`src/modular_inverse_ext_euclid_unit_defines.svh`:
```
// Assertion macros for the modular inverse unit.
// Included by the top level; no other dependencies.
`ifndef MODULAR_INVERSE_EXT_EUCLID_UNIT_DEFINES_SVH
`define MODULAR_INVERSE_EXT_EUCLID_UNIT_DEFINES_SVH

// Same-cycle implication, disabled in reset.
`define MODINV_ASSERT_SAME(label, clk, rst_n, ante, cons, msg) \
    label: assert property (@(posedge clk) disable iff (!rst_n) (ante) |-> (cons)) \
        else $error(msg);

// Next-cycle implication, disabled in reset.
`define MODINV_ASSERT_NEXT(label, clk, rst_n, ante, cons, msg) \
    label: assert property (@(posedge clk) disable iff (!rst_n) (ante) |=> (cons)) \
        else $error(msg);

`endif

```
`src/modinv_pkg.sv`:
```
// Shared types, constants and controller interface for the modular inverse unit.
// No dependencies.
package modinv_pkg;

    localparam int WIDTH = 32;
    localparam int CNT_W = $clog2(WIDTH);
    localparam logic [WIDTH-1:0] MODULUS_RESET = WIDTH'(1000000007);

    typedef logic [WIDTH-1:0] word_t;
    typedef logic [CNT_W-1:0] cnt_t;

    typedef enum logic [2:0] {
        ST_IDLE,
        ST_CHECK,
        ST_DIV,
        ST_MUL,
        ST_UPD,
        ST_RED,
        ST_DONE
    } state_t;

    typedef struct packed {
        logic load;
        logic div_init;
        logic div_step;
        logic mul;
        logic upd;
        logic red;
        logic out_load;
    } dp_cmd_t;

    typedef struct packed {
        logic r1_zero;
    } dp_status_t;

endpackage

```
`src/modinv_ifs.sv`:
```
// Valid/ready channel interfaces for the modular inverse unit.
// Depends on modinv_pkg.
interface modinv_in_if
    import modinv_pkg::*;
    ();
    logic  valid;
    logic  ready;
    word_t value;

    modport source (output valid, output value, input ready);
    modport sink (input valid, input value, output ready);
endinterface

interface modinv_out_if
    import modinv_pkg::*;
    ();
    logic  valid;
    logic  ready;
    word_t inverse;

    modport source (output valid, output inverse, input ready);
    modport sink (input valid, input inverse, output ready);
endinterface

```
`src/modinv_dp.sv`:
```
// Datapath: remainder/coefficient registers, bit-serial divider, multiplier, reduction.
// Depends on modinv_pkg; driven by modinv_ctrl.
module modinv_dp
    import modinv_pkg::*;
(
    input  logic       clk,
    input  word_t      value,
    input  word_t      modulus,
    input  dp_cmd_t    cmd,
    output dp_status_t status,
    output word_t      inverse
);

    word_t r0_reg, r0_next;
    word_t r1_reg, r1_next;
    word_t cu_reg, cu_next;
    word_t cv_reg, cv_next;
    logic  uneg_reg, uneg_next;
    word_t rem_reg, rem_next;
    word_t quo_reg, quo_next;
    word_t prod_reg, prod_next;
    word_t inverse_reg, inverse_next;

    logic [WIDTH:0]   shifted;
    word_t            trial;
    logic             ge;
    word_t            mul_lo;

    // trial is only taken when shifted >= r1, so the low bits hold the whole difference
    assign shifted = {rem_reg, quo_reg[WIDTH-1]};
    assign trial   = shifted[WIDTH-1:0] - r1_reg;
    assign ge      = shifted >= {1'b0, r1_reg};
    // q * cv never exceeds the modulus, so the low word is the full product
    assign mul_lo  = quo_reg * cv_reg;

    always_comb
    begin
        r0_next      = r0_reg;
        r1_next      = r1_reg;
        cu_next      = cu_reg;
        cv_next      = cv_reg;
        uneg_next    = uneg_reg;
        rem_next     = rem_reg;
        quo_next     = quo_reg;
        prod_next    = prod_reg;
        inverse_next = inverse_reg;
        if (cmd.load)
        begin
            r0_next   = value;
            r1_next   = modulus;
            cu_next   = word_t'(1);
            cv_next   = '0;
            uneg_next = 1'b0;
        end
        if (cmd.div_init)
        begin
            rem_next = '0;
            quo_next = r0_reg;
        end
        if (cmd.div_step)
        begin
            rem_next = ge ? trial : shifted[WIDTH-1:0];
            quo_next = {quo_reg[WIDTH-2:0], ge};
        end
        if (cmd.mul)
        begin
            prod_next = mul_lo;
        end
        if (cmd.upd)
        begin
            r0_next   = r1_reg;
            r1_next   = rem_reg;
            cu_next   = cv_reg;
            cv_next   = cu_reg + prod_reg;
            uneg_next = !uneg_reg;
        end
        if (cmd.red)
        begin
            // cu never exceeds the modulus, so one conditional subtract reduces it
            cu_next = (cu_reg >= modulus) ? cu_reg - modulus : cu_reg;
        end
        if (cmd.out_load)
        begin
            inverse_next = (uneg_reg && cu_reg != '0) ? modulus - cu_reg : cu_reg;
        end
    end

    always_ff @(posedge clk)
    begin
        r0_reg      <= r0_next;
        r1_reg      <= r1_next;
        cu_reg      <= cu_next;
        cv_reg      <= cv_next;
        uneg_reg    <= uneg_next;
        rem_reg     <= rem_next;
        quo_reg     <= quo_next;
        prod_reg    <= prod_next;
        inverse_reg <= inverse_next;
    end

    assign status.r1_zero = (r1_reg == '0);
    assign inverse        = inverse_reg;

endmodule

```
`src/modinv_ctrl.sv`:
```
// Controller FSM: sequences Euclid rounds and owns the handshakes.
// Depends on modinv_pkg; drives modinv_dp.
module modinv_ctrl
    import modinv_pkg::*;
(
    input  logic       clk,
    input  logic       rst_n,
    input  logic       in_valid,
    output logic       in_ready,
    output logic       out_valid,
    input  logic       out_ready,
    input  dp_status_t status,
    output dp_cmd_t    cmd
);

    state_t state_reg, state_next;
    cnt_t   cnt_reg, cnt_next;
    logic   out_valid_reg, out_valid_next;

    always_ff @(posedge clk or negedge rst_n)
    begin
        if (!rst_n)
        begin
            state_reg     <= ST_IDLE;
            cnt_reg       <= '0;
            out_valid_reg <= 1'b0;
        end
        else
        begin
            state_reg     <= state_next;
            cnt_reg       <= cnt_next;
            out_valid_reg <= out_valid_next;
        end
    end

    always_comb
    begin
        state_next     = state_reg;
        cnt_next       = cnt_reg;
        out_valid_next = out_valid_reg && !out_ready;
        cmd            = '0;
        in_ready       = 1'b0;
        unique case (state_reg)
            ST_IDLE:
            begin
                in_ready = 1'b1;
                if (in_valid)
                begin
                    cmd.load   = 1'b1;
                    state_next = ST_CHECK;
                end
            end
            ST_CHECK:
            begin
                if (status.r1_zero)
                begin
                    state_next = ST_RED;
                end
                else
                begin
                    cmd.div_init = 1'b1;
                    cnt_next     = '0;
                    state_next   = ST_DIV;
                end
            end
            ST_DIV:
            begin
                cmd.div_step = 1'b1;
                cnt_next     = cnt_reg + cnt_t'(1);
                if (cnt_reg == cnt_t'(WIDTH - 1))
                begin
                    state_next = ST_MUL;
                end
            end
            ST_MUL:
            begin
                cmd.mul    = 1'b1;
                state_next = ST_UPD;
            end
            ST_UPD:
            begin
                cmd.upd    = 1'b1;
                state_next = ST_CHECK;
            end
            ST_RED:
            begin
                cmd.red    = 1'b1;
                state_next = ST_DONE;
            end
            ST_DONE:
            begin
                if (!out_valid_reg || out_ready)
                begin
                    cmd.out_load   = 1'b1;
                    out_valid_next = 1'b1;
                    state_next     = ST_IDLE;
                end
            end
            default:
            begin
                state_next = ST_IDLE;
            end
        endcase
    end

    assign out_valid = out_valid_reg;

endmodule

```
`src/modular_inverse_ext_euclid_unit.sv`:
```
// Channel   Dir  Payload            Handshake
// in_ch     in   value   [31:0]     valid/ready
// out_ch    out  inverse [31:0]     valid/ready
// cfg       in   cfg_data[31:0]     cfg_we, no read-back
//
// One transaction is a series of rounds; each round runs the
// bit-serial restoring divider plus check, multiply and update steps.
// The worst case is about 46 rounds at 32 bits.
// Reset is asynchronous, active low; modulus resets to 1000000007.
// The result register lets a new transaction start while a result waits;
// a finished result stalls in the done step until the output register frees.
// Depends on modinv_pkg, modinv_ifs, modinv_ctrl, modinv_dp and the defines header.
`include "modular_inverse_ext_euclid_unit_defines.svh"

module modular_inverse_ext_euclid_unit
    import modinv_pkg::*;
(
    input  logic  clk,
    input  logic  rst_n,
    input  logic  cfg_we,
    input  word_t cfg_data,
    modinv_in_if.sink    in_ch,
    modinv_out_if.source out_ch
);

    word_t      modulus_reg;
    dp_cmd_t    cmd;
    dp_status_t status;

    always_ff @(posedge clk or negedge rst_n)
    begin
        if (!rst_n)
        begin
            modulus_reg <= MODULUS_RESET;
        end
        else if (cfg_we)
        begin
            modulus_reg <= cfg_data;
        end
    end

    modinv_ctrl u_ctrl (
        .clk       (clk),
        .rst_n     (rst_n),
        .in_valid  (in_ch.valid),
        .in_ready  (in_ch.ready),
        .out_valid (out_ch.valid),
        .out_ready (out_ch.ready),
        .status    (status),
        .cmd       (cmd)
    );

    modinv_dp u_dp (
        .clk     (clk),
        .value   (in_ch.value),
        .modulus (modulus_reg),
        .cmd     (cmd),
        .status  (status),
        .inverse (out_ch.inverse)
    );

    `MODINV_ASSERT_NEXT(a_busy_after_accept, clk, rst_n, in_ch.valid && in_ch.ready, !in_ch.ready, "input accepted while a transaction is in progress")
    `MODINV_ASSERT_SAME(a_result_reduced, clk, rst_n, out_ch.valid && modulus_reg != '0, out_ch.inverse < modulus_reg, "result not reduced below modulus")

endmodule

```
`src/flat_wrapper.sv`:
```
// flat-port wrapper written by rule: the top's interface ports become plain ports
module modular_inverse_ext_euclid_unit_flat import modinv_pkg::*;
  (clk, rst_n, cfg_we, cfg_data, in_ch_valid, in_ch_value, in_ch_ready, out_ch_valid, out_ch_inverse, out_ch_ready);
  modinv_in_if in_ch_i ();
  modinv_out_if out_ch_i ();
  input  logic clk;
  input  logic rst_n;
  input  logic cfg_we;
  input  word_t cfg_data;
  input wire logic [$bits(in_ch_i.valid)-1:0] in_ch_valid;
  input wire logic [$bits(in_ch_i.value)-1:0] in_ch_value;
  output wire logic [$bits(in_ch_i.ready)-1:0] in_ch_ready;
  output wire logic [$bits(out_ch_i.valid)-1:0] out_ch_valid;
  output wire logic [$bits(out_ch_i.inverse)-1:0] out_ch_inverse;
  input wire logic [$bits(out_ch_i.ready)-1:0] out_ch_ready;
  assign in_ch_i.valid = in_ch_valid;
  assign in_ch_i.value = in_ch_value;
  assign in_ch_ready = in_ch_i.ready;
  assign out_ch_valid = out_ch_i.valid;
  assign out_ch_inverse = out_ch_i.inverse;
  assign out_ch_i.ready = out_ch_ready;
  modular_inverse_ext_euclid_unit u_core (.clk(clk), .rst_n(rst_n), .cfg_we(cfg_we), .cfg_data(cfg_data), .in_ch(in_ch_i), .out_ch(out_ch_i));
endmodule
```
`config.mk`:
```
export PLATFORM = sky130hd
export DESIGN_NAME = modular_inverse_ext_euclid_unit_flat
export DESIGN_NICKNAME = d
export VERILOG_FILES = /design/src/modinv_pkg.sv /design/src/modinv_ifs.sv /design/src/modinv_dp.sv /design/src/modinv_ctrl.sv /design/src/modular_inverse_ext_euclid_unit.sv /design/src/flat_wrapper.sv
export VERILOG_INCLUDE_DIRS = /design/src /design/src/src
export SDC_FILE = /design/constraint.sdc
export NUM_CORES = 2
export LEC_CHECK = 0
export BUFFER_PORTS_ARGS = -buffer_cell sky130_fd_sc_hd__clkbuf_2
export CORE_MARGIN = 2
export CORE_UTILIZATION = 30
export CTS_BUF_LIST = sky130_fd_sc_hd__clkbuf_16
export DETAILED_ROUTE_END_ITERATION = 7
export PLACE_DENSITY_LB_ADDON = 0.2
export SLEW_MARGIN = 20
export SYNTH_ARGS = -nofsm -noshare
export SYNTH_HDL_FRONTEND = slang
export SYNTH_SLANG_ARGS = --single-unit
```
`constraint.sdc`:
```
create_clock -name clk -period 18.4 [get_ports clk]
set_input_delay 1.84 -clock clk [delete_from_list [all_inputs] [get_ports clk]]
set_output_delay 1.84 -clock clk [all_outputs]
set_load 0.01 [all_outputs]
```
==> impl_metrics.env <==
export IMPL_outcome="finished, final reports clean"
export IMPL_ys_warn_count=0
export IMPL_cp_max_fo=27
export IMPL_cp_startpoint="u_core.u_dp.cv_reg[6]$_SDFFCE_PN0P_"
export IMPL_grt_max_degree=72
export IMPL_synth_compound_area_share_pct=10.9
export IMPL_path_clk_slew_ns=0.06
export IMPL_grt_pass1_vias=26300
export IMPL_crit_type="reg2reg"
export IMPL_cp_top_family="adder cells"
export IMPL_cts_tree="yes"
export IMPL_hold_depth=1
export IMPL_fin_tns_setup_ns=0
export IMPL_r2r_cells=23
export IMPL_r2r_start="u_core.u_dp.cv_reg[6]$_SDFFCE_PN0P_"
export IMPL_worstMarginPinSlew_ns=1.13
export IMPL_yosysSeqAreaShare_pct=26.0
export IMPL_synth_top_family_by_area="adder cells"
export IMPL_area_growth_synth_to_final_pct=9.76
export IMPL_hpwl_mm=84.1
export IMPL_synth_xor_area_share_pct=5.12
export IMPL_drc_errors=0
export IMPL_root_buffer="clkbuf_16"
export IMPL_startpoint_type="flop"
export IMPL_finClkSkew_ns=0.0127
export IMPL_worstPathRequired_ns=18.72
export IMPL_slowest_delay_ns=1.09
export IMPL_via_count=24900
export IMPL_dieWidth_um=339
export IMPL_setup_violations=0
export IMPL_core_area_um2=112000
export IMPL_drive_above_1_share_pct=6.95
export IMPL_slew_headroom_pct=24.7
export IMPL_globalRouteTotalUtil_pct=19.1
export IMPL_slew_viol_final=0
export IMPL_dieHeight_um=339
export IMPL_htreeDepth=2
export IMPL_post_route_min_period_ns=7.93
export IMPL_reg2reg_to="u_core.u_dp.prod_reg[31]$_DFFE_PP_"
export IMPL_nNetsFinal=4358
export IMPL_ys_types=76
export IMPL_syn_inst=3608
export IMPL_clock_sinks=298
export IMPL_cts_hold_buffers=0
export IMPL_grt_overflow_total=0
export IMPL_synth_fa_ha_area_share_pct=33.8
export IMPL_holdPathEnd="u_core.u_ctrl.cnt_reg[0]$_DFFE_PN0P_"
export IMPL_cp_arrival_ns=8.25
export IMPL_postSynth_asyncResetShare_pct=13.8
export IMPL_placedCellCount=5087
export IMPL_worst_path_buf_inv=4
export IMPL_cp_end_kind="flop"
export IMPL_ff2ff_setup_slack_ns=10.47
export IMPL_synth_simple_area_share_pct=16.4
export IMPL_pin_count=103
export IMPL_routabilityCongestion=0.878
export IMPL_synth_common_cells="nand2_1, inv_1, fa_1, and2_1, edfxtp_1"
export IMPL_final_cells=5157
export IMPL_die_area_um2=115000
export IMPL_routed_wl_mm=109
export IMPL_fin_util_pct=33.0
export IMPL_ys_ff_latch=298
export IMPL_path_cells="and2_1 -> fa_1 -> fa_1 -> fa_1 -> inv_1 -> fa_1 -> inv_1 -> fa_1 -> inv_1 -> fa_1 -> inv_1 -> fa_1 -> fa_1 -> ha_1 -> a211oi_1 -> nor2b_1 -> and2_1 -> o211ai_1 -> a311oi_1 -> o21ai_1 -> a21o_1 -> a21oi_1 -> xnor2_1"
export IMPL_worstSkewPairLatency_ns=0.57
export IMPL_syn_area_per_cell_um2=9.35
export IMPL_muxShareOfSynthArea_pct=0.182
export IMPL_drt_pass1_iter_count=5
export IMPL_clk_path_buf_depth=3
export IMPL_netlist_area_um2=33700
export IMPL_syn_nets=4340
export IMPL_synth_edf_count=257
export IMPL_fmax_mhz=126
export IMPL_synth_top_cell_area_share_pct=24.5
export IMPL_initial_core_util_pct=30.1
export IMPL_max_cap_violations=0
export IMPL_final_hold_violation_count=0
export IMPL_rsz0062_at_grt="false"
export IMPL_cts_resized=0
export IMPL_wl_per_cell_um=21.2
export IMPL_antenna_found_initial=1
export IMPL_io_buffers=102
export IMPL_cts_made_buffers=37
export IMPL_holdCritPathClass="reg2reg"
export IMPL_netlist_top_cells_area="fa_1, edfxtp_1, ha_1"
export IMPL_hold_start="u_core.u_ctrl.cnt_reg[0]$_DFFE_PN0P_"
export IMPL_grt_first_pass_wirelength_mm=168
export IMPL_hold_ws_ns=0.498
export IMPL_yosysMostFrequentCell="nand2_1"
export IMPL_min_period_over_period_pct=43.1
export IMPL_viasPerCell=4.83
export IMPL_worst_path_max_delay_cell="edfxtp_1"
export IMPL_drt_initial_drc_count=1581
export IMPL_synth_main_ff_cell="edfxtp_1"
export IMPL_cts_setup_buffers=0
export IMPL_ant_nets=0
export IMPL_row_count=123
export IMPL_synth_top_area_cell="fa_1"
export IMPL_path_common_cell="fa_1"
routing by layer:
layer	global-route usage [%]	vias to the layer above	wire length [um]
li1	-	11700	-
met1	26.2	12600	49500
met2	32.2	579	51900
met3	1.60	124	4270
met4	5.98	0	3540
met5	0	-	0
area by class of cell:
type,instances,area (um^2)
fillers,11900,75000
multi-input cells,2632,22500
flip-flops and latches,298,8760
inverters,507,1900
well taps,1500,1880
clock buffers,39,976
repair buffers,150,871
clock inverters,29,159
diodes,2,5.00
worst max-delay path by stage:
stage | cells past startpoint | slack [ns] | to
after floorplan | 24 | 11.54 | u_core.u_dp.prod_reg[31]$_DFFE_PP_
after global placement | 21 | 10.56 | u_core.u_dp.prod_reg[31]$_DFFE_PP_
after detailed placement | 23 | 10.46 | u_core.u_dp.prod_reg[31]$_DFFE_PP_
after CTS | 21 | 10.44 | u_core.u_dp.prod_reg[31]$_DFFE_PP_
after global routing | 23 | 10.02 | u_core.u_dp.prod_reg[31]$_DFFE_PP_
final | 23 | 10.47 | u_core.u_dp.prod_reg[31]$_DFFE_PP_
placed cells by master, fill, tap and decap left out, types with 7 or more instances in the layout:
cell type / n
and2_1: 317
o211ai_1: 8
nand4_1: 17
edfxtp_1: 257
nor2_1: 103
clkbuf_16: 39
nor4_1: 20
nor2b_1: 31
dfrtp_1: 25
o21ai_0: 160
xor2_1: 63
o21ai_1: 86
a21o_1: 60
o21a_1: 14
inv_1: 512
xnor2_1: 134
and3_1: 13
dfstp_2: 16
o31ai_1: 7
clkbuf_2: 102
buf_4: 48
a21oi_1: 149
ha_1: 251
nand3_1: 21
o21bai_1: 23
a31oi_1: 13
nor3_1: 13
fa_1: 412
a211oi_1: 18
clkinv_2: 8
nand2b_1: 16
nand2_1: 582
through the flow:
step | setup slack (ns) | cell area, um^2
6_report | 10.47 | 37000
5_1_grt | 10.02 | 37000
4_1_cts | 10.44 | 37000
3_5_place_dp | 10.46 | 35900
3_3_place_gp | 10.56 | 35900
2_1_floorplan | 11.54 | 33700
kinds of logic (layout without fill, tap and decap cells):
family                     after synthesis  in the layout
and+or+nand+nor                       1161           1161
buffers and inverters                  678            725
xor gates and xnor gates               197            197
DFF                                    298            298
AOI/OAI and AO/OA                      605            605
adders and majority gates              663            663
muxes                                    6              6
other                                    0              2
Power is left out: the tool's default activity adds up to more than one toggle a clock period on the data nets, which glitch-free logic cannot reach.
